--- src/fp8cv_pkg.sv ---
// ----------------------------------------------------------------------------
// fp8cv_pkg
// Shared opcodes and constants for the FP8 E4M3 converter.
// ----------------------------------------------------------------------------
package fp8cv_pkg;

  typedef enum logic {
    OP_ENCODE = 1'b0,
    OP_DECODE = 1'b1
  } opcode_t;

  localparam logic [7:0]  FP8_NAN    = 8'h7F;
  localparam logic [7:0]  FP8_INF    = 8'h78;
  localparam logic [63:0] F64_QNAN   = 64'h7FF8000000000000;
  localparam logic [63:0] F64_INF    = 64'h7FF0000000000000;
  localparam logic [10:0] F64_EXP_MAX = 11'h7FF;

endpackage

--- src/fp8_e4m3_converter_core.sv ---
// ----------------------------------------------------------------------------
// fp8_e4m3_converter_core
// Converts binary64 to FP8 E4M3 (opcode 0) and FP8 E4M3 to binary64
// (opcode 1). Every request gives one result.
// ----------------------------------------------------------------------------
// One request per clock is accepted unless a stalled output holds the input
// register full. A request is captured in the input register; conversion
// logic feeds the result register, which presents the result at the output. Both registers advance
// whenever the stage behind them is free, so stalls on the output are
// absorbed without losing or repeating a request.
module fp8_e4m3_converter_core (
  input  logic        clk,
  input  logic        rst_n,
  input  logic        in_valid,
  output logic        in_ready,
  input  logic        in_opcode,
  input  logic [63:0] in_operand_bits,
  output logic        out_valid,
  input  logic        out_ready,
  output logic [63:0] out_result_bits
);

  logic        s1_valid_r;
  logic        s1_op_r;
  logic [63:0] s1_bits_r;
  logic        out_valid_r;
  logic [63:0] out_bits_r;
  logic        s1_adv;
  logic        out_free;
  logic [63:0] res_nxt;

  // handshake flow
  assign out_free = !out_valid_r || out_ready;
  assign s1_adv   = s1_valid_r && out_free;
  assign in_ready = !s1_valid_r || out_free;

  // encode
  logic [7:0]  enc;
  logic        sg;
  logic [10:0] bexp;
  logic [51:0] frac;
  logic [52:0] sig;
  logic [5:0]  sh;
  logic [3:0]  q;
  logic [3:0]  m;
  logic [4:0]  eb;
  always_comb begin
    sg   = s1_bits_r[63];
    bexp = s1_bits_r[62:52];
    frac = s1_bits_r[51:0];
    sig  = {1'b1, frac};
    sh   = '0;
    q    = '0;
    m    = '0;
    eb   = '0;
    enc  = {sg, 7'd0};
    if (bexp == fp8cv_pkg::F64_EXP_MAX) begin
      enc = (frac != '0) ? fp8cv_pkg::FP8_NAN : ({sg, 7'd0} | fp8cv_pkg::FP8_INF);
    end else if (bexp == '0) begin
      enc = {sg, 7'd0};
    end else if (bexp < 11'd1017) begin
      // tiny: round(sig >> (43-e)), shift 50..54
      if (bexp >= 11'd1012) begin
        sh = 6'(11'd1066 - bexp);
        q  = 4'(sig >> sh) + {3'd0, sig[6'(sh - 6'd1)]};
        if (q > 4'd7) q = 4'd7;
        enc = {sg, 4'd0, q[2:0]};
      end
    end else if (bexp > 11'd1030) begin
      enc = {sg, 7'd0} | fp8cv_pkg::FP8_INF;
    end else begin
      m  = {1'b0, frac[51:49]} + {3'd0, frac[48]};
      eb = 5'(bexp - 11'd1016);
      if (m[3]) eb = eb + 5'd1;
      if (eb >= 5'd15) enc = {sg, 7'd0} | fp8cv_pkg::FP8_INF;
      else             enc = {sg, eb[3:0], m[2:0]};
    end
  end

  // decode
  logic [63:0] dec;
  logic [7:0]  cd;
  always_comb begin
    cd  = s1_bits_r[7:0];
    dec = {cd[7], 63'd0};
    if (cd[6:3] == 4'd0) begin
      if (cd[2]) dec = {cd[7], 11'd1016, cd[1:0], 50'd0};
      else if (cd[1]) dec = {cd[7], 11'd1015, cd[0], 51'd0};
      else if (cd[0]) dec = {cd[7], 11'd1014, 52'd0};
    end else if (cd[6:3] == 4'hF) begin
      dec = {cd[7], 63'd0} | ((cd[2:0] == '0) ? fp8cv_pkg::F64_INF : fp8cv_pkg::F64_QNAN);
    end else begin
      dec = {cd[7], 11'({7'd0, cd[6:3]} + 11'd1016), cd[2:0], 49'd0};
    end
  end

  // result select
  always_comb begin
    case (fp8cv_pkg::opcode_t'(s1_op_r))
      fp8cv_pkg::OP_ENCODE: res_nxt = {56'd0, enc};
      fp8cv_pkg::OP_DECODE: res_nxt = dec;
      default:              res_nxt = dec;
    endcase
  end

  // control registers
  always_ff @(posedge clk) begin
    if (!rst_n) begin
      s1_valid_r  <= 1'b0;
      out_valid_r <= 1'b0;
    end else begin
      if (in_ready) s1_valid_r <= in_valid;
      if (out_free) out_valid_r <= s1_valid_r;
    end
  end

  // payload registers
  always_ff @(posedge clk) begin
    if (in_valid && in_ready) begin
      s1_op_r   <= in_opcode;
      s1_bits_r <= in_operand_bits;
    end
    if (s1_adv) out_bits_r <= res_nxt;
  end

  assign out_valid       = out_valid_r;
  assign out_result_bits = out_bits_r;

  // stalled result holds
  a_hold: assert property (@(posedge clk) disable iff (!rst_n)
    out_valid_r && !out_ready |=> out_valid_r && $stable(out_bits_r))
    else $error("result changed while stalled");
  // encode leaves upper bits clear
  a_enc: assert property (@(posedge clk) disable iff (!rst_n)
    s1_adv && !s1_op_r |=> out_bits_r[63:8] == '0)
    else $error("encode upper bits set");
  // pending request is not dropped
  a_keep: assert property (@(posedge clk) disable iff (!rst_n)
    s1_valid_r && !out_free |=> s1_valid_r)
    else $error("stage lost request");

endmodule

--- config.mk ---
export PLATFORM = sky130hd
export DESIGN_NAME = fp8_e4m3_converter_core
export DESIGN_NICKNAME = d
export VERILOG_FILES = /design/src/fp8cv_pkg.sv /design/src/fp8_e4m3_converter_core.sv
export SDC_FILE = /design/constraint.sdc
export NUM_CORES = 1
export LEC_CHECK = 0
export BUFFER_PORTS_ARGS = -buffer_cell sky130_fd_sc_hd__clkbuf_2
export CORE_ASPECT_RATIO = 0.7
export CORE_UTILIZATION = 23
export CTS_BUF_LIST = sky130_fd_sc_hd__clkbuf_2 sky130_fd_sc_hd__clkbuf_4 sky130_fd_sc_hd__clkbuf_8
export CTS_CLUSTER_DIAMETER = 120
export DETAILED_ROUTE_END_ITERATION = 16
export PLACE_DENSITY = 0.54
export SETUP_SLACK_MARGIN = 0.1
export SYNTH_ARGS = -nofsm -noshare
export SYNTH_HDL_FRONTEND = slang
export SYNTH_SLANG_ARGS = --single-unit
export TNS_END_PERCENT = 20
--- constraint.sdc ---
create_clock -name clk -period 4.15 [get_ports clk]
set_clock_uncertainty 0.2 [all_clocks]
set_input_delay 0.6225 -clock clk [delete_from_list [all_inputs] [get_ports clk]]
set_output_delay 0.6225 -clock clk [all_outputs]
set_load 0.01 [all_outputs]
# Word level (Yosys, flattened, before mapping)
# Index checks and enable logic that the tools add are counted.
# classes
n_addsub	7
mul	0
div_mod_pow	0
n_lt_le_gt_ge	6
n_eq_ne	2
n_shift	1
n_mux	22
bitwise	2
n_reduce_logical	10
# op_table
operator	n
62-bit 2-to-1 mux	3
64-bit 2-to-1 mux	2
64-bit case mux with 2 select lines	1
64-bit by 63-bit bitwise OR with 64-bit output	1
53-bit by 6-bit right shift with 4-bit output	1
52-bit 2-to-1 mux	1
52-bit nonzero test	1
7-bit 2-to-1 mux	4
5-bit 2-to-1 mux	5
8-bit 2-to-1 mux	2
4-bit by 10-bit adder with 11-bit output, second input constant	1
11-bit equality test, second input constant	1
11-bit by 10-bit >= comparator with 1-bit output, second input constant	1
11-bit > comparator, second input constant	1
11-bit logical NOT	1
11-bit by 10-bit < comparator with 1-bit output, second input constant	1
6-bit by 7-bit < comparator with 1-bit output, second input constant	1
1-bit binary-select mux with 6-bit select	1
3-bit 2-to-1 mux	2
6-bit by 1-bit subtractor with 6-bit output, second input constant	1
6-bit subtractor, first input constant	1
5-bit by 1-bit adder with 5-bit output, second input constant	1
5-bit by 4-bit >= comparator with 1-bit output, second input constant	1
5-bit subtractor, second input constant	1
11 further kinds	14
# totals
reg_bits	131
latchBits	0
ram_bits	0
mem_bits_ro	0
input_bits	69
out_inout_bits	66
word_cells	55
memories	0

# Depth between registers and ports, before layout
# Gate-level depths: netlist (run 1).
# logic_depth
depth_word	14
ltp_mapped	19
depth_no_buf	15

# Least setup slack after synthesis (run 1)
# Ideal clock, no wire load.
# synth_path
path_type	register to register
from	reg s1_bits_r[52]
to	reg out_bits_r[2], in the netlist out_result_bits[2], data pin
setup_ns	0.277
t_arrival_ns	4.071
required_ns	3.673
setup_slack_ns	-0.398
stages_incl_launch_ff	17
path_buffers	5
cell_sequence	edfxtp_1 buf_4 inv_1 buf_1 ha_1 buf_2 buf_2 clkbuf_1 mux4_2 mux4_2 mux4_2 ha_1 o41a_1 nand3_1 xor2_1 a31o_1 a211oi_2
# synth_between
elab_chain_cells	14
word_cells_on_any_way	28
cone_classes	add/sub (5); order compare (5); eq/ne (1); shift (1); mux (15); reduce/logical (1)
# synth_lines
element	line	text
from (decl)	fp8_e4m3_converter_core.sv:25	logic [63:0] s1_bits_r;
from (signal assigned)	fp8_e4m3_converter_core.sv:121	s1_bits_r <= in_operand_bits;
branches (longest 12 deep; another with 6-bit subtractor)	-	
8-bit 2-to-1 mux *	fp8_e4m3_converter_core.sv:57	if (bexp == fp8cv_pkg::F64_EXP_MAX) begin
64-bit case mux with 2 select lines *	fp8_e4m3_converter_core.sv:99	case (fp8cv_pkg::opcode_t'(s1_op_r))
to (signal assigned)	fp8_e4m3_converter_core.sv:123	if (s1_adv) out_bits_r <= res_nxt;
to (decl)	fp8_e4m3_converter_core.sv:27	logic [63:0] out_bits_r;
# Every way passes the cells marked *. The select of a mux whose other input is x is not followed.
# A chain may end at the register's enable or synchronous reset.

# Worst setup path in the final report (run 1)
# layout_path
from	reg s1_bits_r[53]
to	reg out_bits_r[2], in the netlist out_result_bits[2], data pin
# The elaborated chain is that of the path after synthesis.

==> summary.md, run 1 <==
| Metric | Value |
|---|---|
| Status | `complete, no violations` |
| Vias/cell | `4.789` |
| Seq cells post-synth | `85` |
| Area leader, netlist | `edfxtp_1` |
| Hpwl dp | `12.47 mm` |
| Number of synthesized flops with an enable pin | `83` |
| Core area | `24,920 µm²` |
| Top_reg_cell synth | `edfxtp_1` |
| Layout area overhead | `18.96%` |
| Leakage | `2.704 nW` |
| H-tree Lvls | `3` |
| Peak VDD IR | `0.0001951 V` |
| Fin Setup TNS | `0 ns` |
| CTS root buf | `clkbuf_8` |
| Starting Density | `0.2370` |
| Die H | `136.1 µm` |
| Antenna diodes | `0` |
| Asr flop ratio synth | `0` |
| GR Overflow Total | `0` |
| RSZ-0062 raised after global routing | `no` |
| 1st-pass router iterations | `5` |
| Synth cell types | `62` |
| GR Util All Layers | `0.1285` |
| # rows | `48` |
| Synth Instances | `484` |
| Max-Cap Viols | `0` |
| Syn Area/Cell | `12.20 µm²` |
| DRC viols | `0` |
| Share of layout cells above drive strength 1 | `0.3518` |
| Worst Setup Start Kind | `flop` |
| Highest clock rate | `256.6 MHz` |
| Clock-pin slew on the worst setup and hold paths | `0.09 ns` |
| Clock Latency Late Sink | `0.38 ns` |
| Synth top area share | `0.4219` |
| CTS buffer count | `9` |
| # nets final | `680` |
| Worst slew pin tran | `0.8983 ns` |
| Die area | `26,340 µm²` |
| Pins over their slew limit | `0` |
| Largest net degree at the start of global routing | `41` |
| Sequential fraction of the synthesis area | `0.4287` |
| Worst min path class | `in2reg` |
| Initial DRC Count | `392` |
| Setup crit end kind | `flop` |
| Worst Path Class, Setup | `reg2reg` |
| Ranking of synthesized cells by area | `edfxtp_1 (42%), mux4_2 (18%), buf_4 (6.2%)` |
| # IOs | `135` |
| Clock tree from TritonCTS | `yes` |
| Fin. Hold Viols | `0` |
| Slew margin rel. | `0.3956` |
| Design Power | `2.346 mW` |
| Synthesized area | `5907 µm²` |
| I/O Buffers | `93` |
| Final period util | `0.9389` |
| Clock tree buffer depth | `2` |
| WP data arrival | `3.93 ns` |
| Routability cong. | `0.9331` |
| Routed WL | `16.47 mm` |
| Pwr dens | `333.9 nW/µm²` |
| Vias | `4,415` |
| Number of global-route vias before repair | `4,105` |
| Wire per inst | `17.86 µm` |
| WP data required | `4.19 ns` |
| Hold buffers post-CTS | `0` |
| Die X | `193.5 µm` |
| Initial antenna violation count | `0` |
| Worst-path fanout max | `6` |
| Final setup viols | `0` |
| CTS Sinks | `85` |
| Routed Antenna Nets | `0` |
| Ys Warns | `0` |
| First-pass GRT wire length | `25.07 mm` |
| Post-layout min period | `3.896 ns` |
## worst paths after layout
kind / from / to / slack, ns / cells past startpoint
max: s1_bits_r[53]$_DFFE_PP_ / out_result_bits[2]$_SDFFCE_PP0P_ / 0.25 / 15
min: in_operand_bits[57] / s1_bits_r[57]$_DFFE_PP_ / 0.20 / 1
max reg2reg: s1_bits_r[53]$_DFFE_PP_ / out_result_bits[2]$_SDFFCE_PP0P_ / 0.25 / 15
min reg2reg: s1_valid_r$_SDFFE_PN0N_ / out_valid$_SDFFE_PN0P_ / 0.33 / 1
## metrics by stage
stage / util / cell area, µm² / hold slack (ns) / setup slack (ns) / instances
floorplan: - / 6097 / 0.2768 / 0.1128 / 524
global placement: 0.2677 / 6673 / 0.3086 / 0.2871 / 897
detailed placement: 0.2677 / 6673 / 0.3063 / 0.1988 / 897
CTS: 0.2765 / 6890 / 0.1646 / 0.1729 / 912
global route: 0.2819 / 7027 / 0.1703 / 0.08101 / 922
finish: 0.2819 / 7027 / 0.1995 / 0.2536 / 922
## logic make-up after synthesis
logic type	share of synthesized area
and+or+nand+nor	0.1165
DFF	0.4287
AOI/OAI and AO/OA	0.09109
buffers and inverters	0.08896
muxes	0.2095
adders and majority gates	0.03813
xor gates and xnor gates	0.02648
other	0.0006348
## cell usage in the layout (no fill, tap or decap), types with 3 or more instances in the layout
cell type,instances
clkbuf_2,93
edfxtp_1,83
mux4_2,46
nand2_1,43
conb_1,41
buf_4,31
a21oi_1,25
nor2_1,23
mux2i_1,18
ha_1,16
nor4_1,14
nand3_1,12
o21ai_0,11
xnor2_1,10
clkbuf_8,9
inv_1,8
and3_1,8
nand4_1,8
nor2b_1,7
a22oi_1,6
nor3_1,6
a31oi_1,5
xor2_1,4
a32oi_1,3
or2_2,3
o21a_1,3
and2_1,3
clkinv_4,3
buf_12,3
## state kept, by name, indices dropped and copies added (netlist names)
signal,flops
out_result_bits,18
s1_valid_r,1
out_valid,1
s1_bits_r,64
s1_op_r,1
## Yosys cell counts, types with 7 or more instances
cell type and n:
nor2_1 24, mux4_2 46, nor4_1 14, a21oi_1 25
edfxtp_1 83, and3_1 8, mux2i_1 19, nand3_1 12
buf_4 49, xnor2_1 12, nor2b_1 7, nand4_1 8
o21ai_0 12, nand2_1 44, ha_1 18, buf_2 9
inv_1 8
## per-layer routing
metal	GRT usage	vias to the layer above	part of all wire
li1	-	2020	-
met1	0.1944	2140	0.50
met2	0.1604	239	0.37
met3	0.05185	16	0.11
met4	0.03778	0	0.012
met5	0	-	0
## report_power, final
group / switching [mW] / internal, mW / total, mW
registers: 0.0564 / 1.00 / 1.06
logic: 0.332 / 0.298 / 0.630
clock network: 0.313 / 0.345 / 0.659
total: 0.702 / 1.64 / 2.35
## final cells by class
| type | instances | area (µm²) |
|---|---|---|
| repair buffers | 128 | 769.5 |
| clock inverters | 5 | 86.33 |
| clock buffers | 10 | 131.4 |
| multi-input cells | 360 | 3067 |
| inverters | 9 | 33.78 |
| flip-flops and latches | 85 | 2532 |
| well taps | 325 | 406.6 |
| fillers | 2595 | 17900 |
## worst max-delay path, stage by stage (launching register included)
cell and delay [ns]:
edfxtp_1 0.40, inv_1 0.16, ha_1 0.25, buf_4 0.16
o21ai_0 0.25, and2_4 0.23, xnor2_4 0.12, buf_4 0.17
mux4_2 0.34, mux4_2 0.47, ha_1 0.24, o41a_1 0.14
nand3_1 0.11, xor2_1 0.07, a31o_1 0.24, a211oi_2 0.21
## repair_timing
| item | in CTS | in global routing |
|---|---|---|
| resized for setup | 0 | 9 |
| setup buffers | 0 | 10 |
| setup endpoints to repair | 0 | 3 |
(Power assumes the default switching activity.)
==> run 2, diff against run 1 <==
--- a/config.mk
+++ b/config.mk
@@ -6,12 +6,14 @@
 export NUM_CORES = 1
 export LEC_CHECK = 0
 export BUFFER_PORTS_ARGS = -buffer_cell sky130_fd_sc_hd__clkbuf_2
+export CELL_PAD_IN_SITES_DETAIL_PLACEMENT = 2
+export CELL_PAD_IN_SITES_GLOBAL_PLACEMENT = 2
 export CORE_ASPECT_RATIO = 0.7
-export CORE_UTILIZATION = 23
+export CORE_UTILIZATION = 40
 export CTS_BUF_LIST = sky130_fd_sc_hd__clkbuf_2 sky130_fd_sc_hd__clkbuf_4 sky130_fd_sc_hd__clkbuf_8
 export CTS_CLUSTER_DIAMETER = 120
 export DETAILED_ROUTE_END_ITERATION = 16
-export PLACE_DENSITY = 0.54
+export PLACE_DENSITY = 0.95
 export SETUP_SLACK_MARGIN = 0.1
 export SYNTH_ARGS = -nofsm -noshare
 export SYNTH_HDL_FRONTEND = slang
==> constraint.sdc (replaced) <==
create_clock -name clk -period 4.9 [get_ports clk]
set_clock_uncertainty 0.2 [all_clocks]
set_input_delay 0.735 -clock clk [delete_from_list [all_inputs] [get_ports clk]]
set_output_delay 0.735 -clock clk [all_outputs]
set_load 0.01 [all_outputs]
==> run 2 against run 1 <==
Net effect: register-to-register slack improved by 0.11 ns; final cell count fell by 17%; sequential power fell by 15%; total power fell by 14%; utilization rose by 19 points; clock power fell by 7.4%; setup slack improved by 0.11 ns; flip-flop and latch count did not move; global-route usage rose by 12 points; clock-buffer cell count rose by 1; first-iteration DRC count fell by 33%.
==> summary.md, run 2 (same netlist as run 1, synthesis figures left out) <==
| Metric | Value |
|---|---|
| Highest clock rate | `220.6 MHz (was 256.6 MHz)` |
| H-tree Lvls | `3 (unchanged)` |
| Clock-pin slew on the worst setup and hold paths | `0.09 ns (about the same)` |
| WP data arrival | `4.43 ns (was 3.93 ns)` |
| GR Util All Layers | `0.2441 (was 0.1285)` |
| Number of global-route vias before repair | `4,878 (was 4,105)` |
| Starting Density | `0.4176 (was 0.2370)` |
| Largest net degree at the start of global routing | `55 (was 41)` |
| Fin. Hold Viols | `0 (unchanged)` |
| Leakage | `2.589 nW (was 2.704 nW)` |
| Vias/cell | `5.855 (was 4.789)` |
| Vias | `4,479 (was 4,415)` |
| I/O Buffers | `93 (unchanged)` |
| Pwr dens | `302.9 nW/µm² (was 333.9 nW/µm²)` |
| Hold depth | `1 (unchanged)` |
| Clock tree from TritonCTS | `yes (unchanged)` |
| Design Power | `2.012 mW (was 2.346 mW)` |
| Final period util | `0.9251 (was 0.9389)` |
| Post-layout min period | `4.533 ns (was 3.896 ns)` |
| WP data required | `4.80 ns (was 4.19 ns)` |
| Routed Antenna Nets | `0 (unchanged)` |
| Share of layout cells above drive strength 1 | `0.3165 (was 0.3518)` |
| Most frequent cells in the layout | `clkbuf_2 (93), edfxtp_1 (83), mux4_2 (46) (unchanged)` |
| Commonest non-fill, non-tap cell in the layout | `clkbuf_2 (unchanged)` |
| # nets final | `658 (was 680)` |
| DRC viols | `0 (unchanged)` |
| # rows | `36 (was 48)` |
| First-pass GRT wire length | `28.28 mm (was 25.07 mm)` |
| Layout fillers | `1,467 (was 2,595)` |
| Max-Cap Viols | `0 (unchanged)` |
| Peak VDD IR | `0.0001338 V (was 0.0001951 V)` |
| Clock Latency Late Sink | `0.39 ns (was 0.38 ns)` |
| CTS buffer count | `9 (unchanged)` |
| Max reg flops | `64 (unchanged)` |
| Die area | `15,260 µm² (was 26,340 µm²)` |
| Die H | `103.7 µm (was 136.1 µm)` |
| Layout area overhead | `12.43% (was 18.96%)` |
| # IOs | `135 (unchanged)` |
| Final setup viols | `0 (unchanged)` |
| Initial antenna violation count | `0 (unchanged)` |
| GR Overflow Total | `0 (unchanged)` |
| Antenna diodes | `0 (unchanged)` |
| Worst slew pin tran | `0.9082 ns (was 0.8983 ns)` |
| Routability cong. | `0.8372 (was 0.9331)` |
| CTS Sinks | `85 (unchanged)` |
| Initial DRC Count | `263 (was 392)` |
| Hold buffers post-CTS | `0 (unchanged)` |
| Worst-path fanout max | `54 (was 6)` |
| Slew margin rel. | `0.3902 (was 0.3956)` |
| 1st-pass router iterations | `4 (was 5)` |
| Setup crit end kind | `flop (unchanged)` |
| R2R depth | `15 (unchanged)` |
| Die X | `147.2 µm (was 193.5 µm)` |
| Worst Setup Start Kind | `flop (unchanged)` |
| Worst min path class | `in2reg (unchanged)` |
| Largest Register | `s1_bits_r (unchanged)` |
| Routed WL | `18.08 mm (was 16.47 mm)` |
| RSZ-0062 raised after global routing | `no (unchanged)` |
| CTS root buf | `clkbuf_8 (unchanged)` |
| Fin Setup TNS | `0 ns (unchanged)` |
| Worst Path Class, Setup | `reg2reg (unchanged)` |
| Pins over their slew limit | `0 (unchanged)` |
| Wire per inst | `23.63 µm (was 17.86 µm)` |
| Core area | `14,140 µm² (was 24,920 µm²)` |
| Hpwl dp | `13.83 mm (was 12.47 mm)` |
| Status | `complete, no violations (unchanged)` |
| Clock tree buffer depth | `2 (unchanged)` |
| Final Util | `0.4696 (was 0.2819)` |
==> run 2: repair_timing <==
action                     CTS  global route
setup buffers                0             0
pin swaps                    0             0
setup endpoints to repair    2             3
gates resized for setup      1             2
==> run 2: worst paths after layout <==
path / from / end / slack, ns
min reg2reg: s1_valid_r$_SDFFE_PN0N_ / out_valid$_SDFFE_PN0P_ / 0.36
min: in_operand_bits[40] / s1_bits_r[40]$_DFFE_PP_ / 0.31
max: s1_bits_r[52]$_DFFE_PP_ / out_result_bits[0]$_SDFFCE_PP0P_ / 0.37
max reg2reg: s1_bits_r[52]$_DFFE_PP_ / out_result_bits[0]$_SDFFCE_PP0P_ / 0.37
==> run 2: worst max-delay path: stages, from the launching register on <==
cell       delay, ns
edfxtp_1        0.42
buf_12          0.33
inv_1           0.12
ha_1            0.35
inv_2           0.05
nor2_2          0.24
nand2_1         0.15
xnor2_2         0.33
mux4_2          0.60
mux4_2          0.49
ha_1            0.23
o41a_1          0.13
o2111ai_1       0.16
xnor2_1         0.13
o21ai_0         0.16
o21ai_0         0.13
==> run 2: metal layers <==
| layer | part of all wire | wire (µm) | up-vias | GRT usage |
|---|---|---|---|---|
| li1 | - | - | 1972 | - |
| met1 | 0.43 | 7807 | 2280 | 0.3289 |
| met2 | 0.47 | 8580 | 201 | 0.3868 |
| met3 | 0.075 | 1356 | 26 | 0.06123 |
| met4 | 0.018 | 332 | 0 | 0.07511 |
| met5 | 0 | 0 | - | 0 |
==> run 2: metrics by stage <==
stage               cell area (µm²)  worst slack, ns  hold slack (ns)  cells
floorplan                      6057           0.3519           0.2768    524
detailed placement             6391          0.09046           0.3449    750
global route                   6641           0.1397           0.3058    765
CTS                            6635           0.2462           0.3091    765
global placement               6391           0.4131           0.2866    750
finish                         6641           0.3668           0.3149    765
==> run 2: power by group <==
group          internal (mW)  switching, mW  leakage [nW]
combinational          0.223          0.281          1.65
clock                  0.347          0.263         0.116
sequential             0.848         0.0506         0.823
==> run 2: area by class of cell <==
class                           instances  area, µm²  area share
Multi-Input combinational cell        360       3022      0.4550
Sequential cell                        85       2532      0.3813
Timing Repair Buffer                  106      579.3     0.08723
Tap cell                              190      237.7     0.03580
Clock buffer                           11      138.9     0.02091
Clock inverter                          4      97.59     0.01469
Inverter                                9      33.78    0.005087
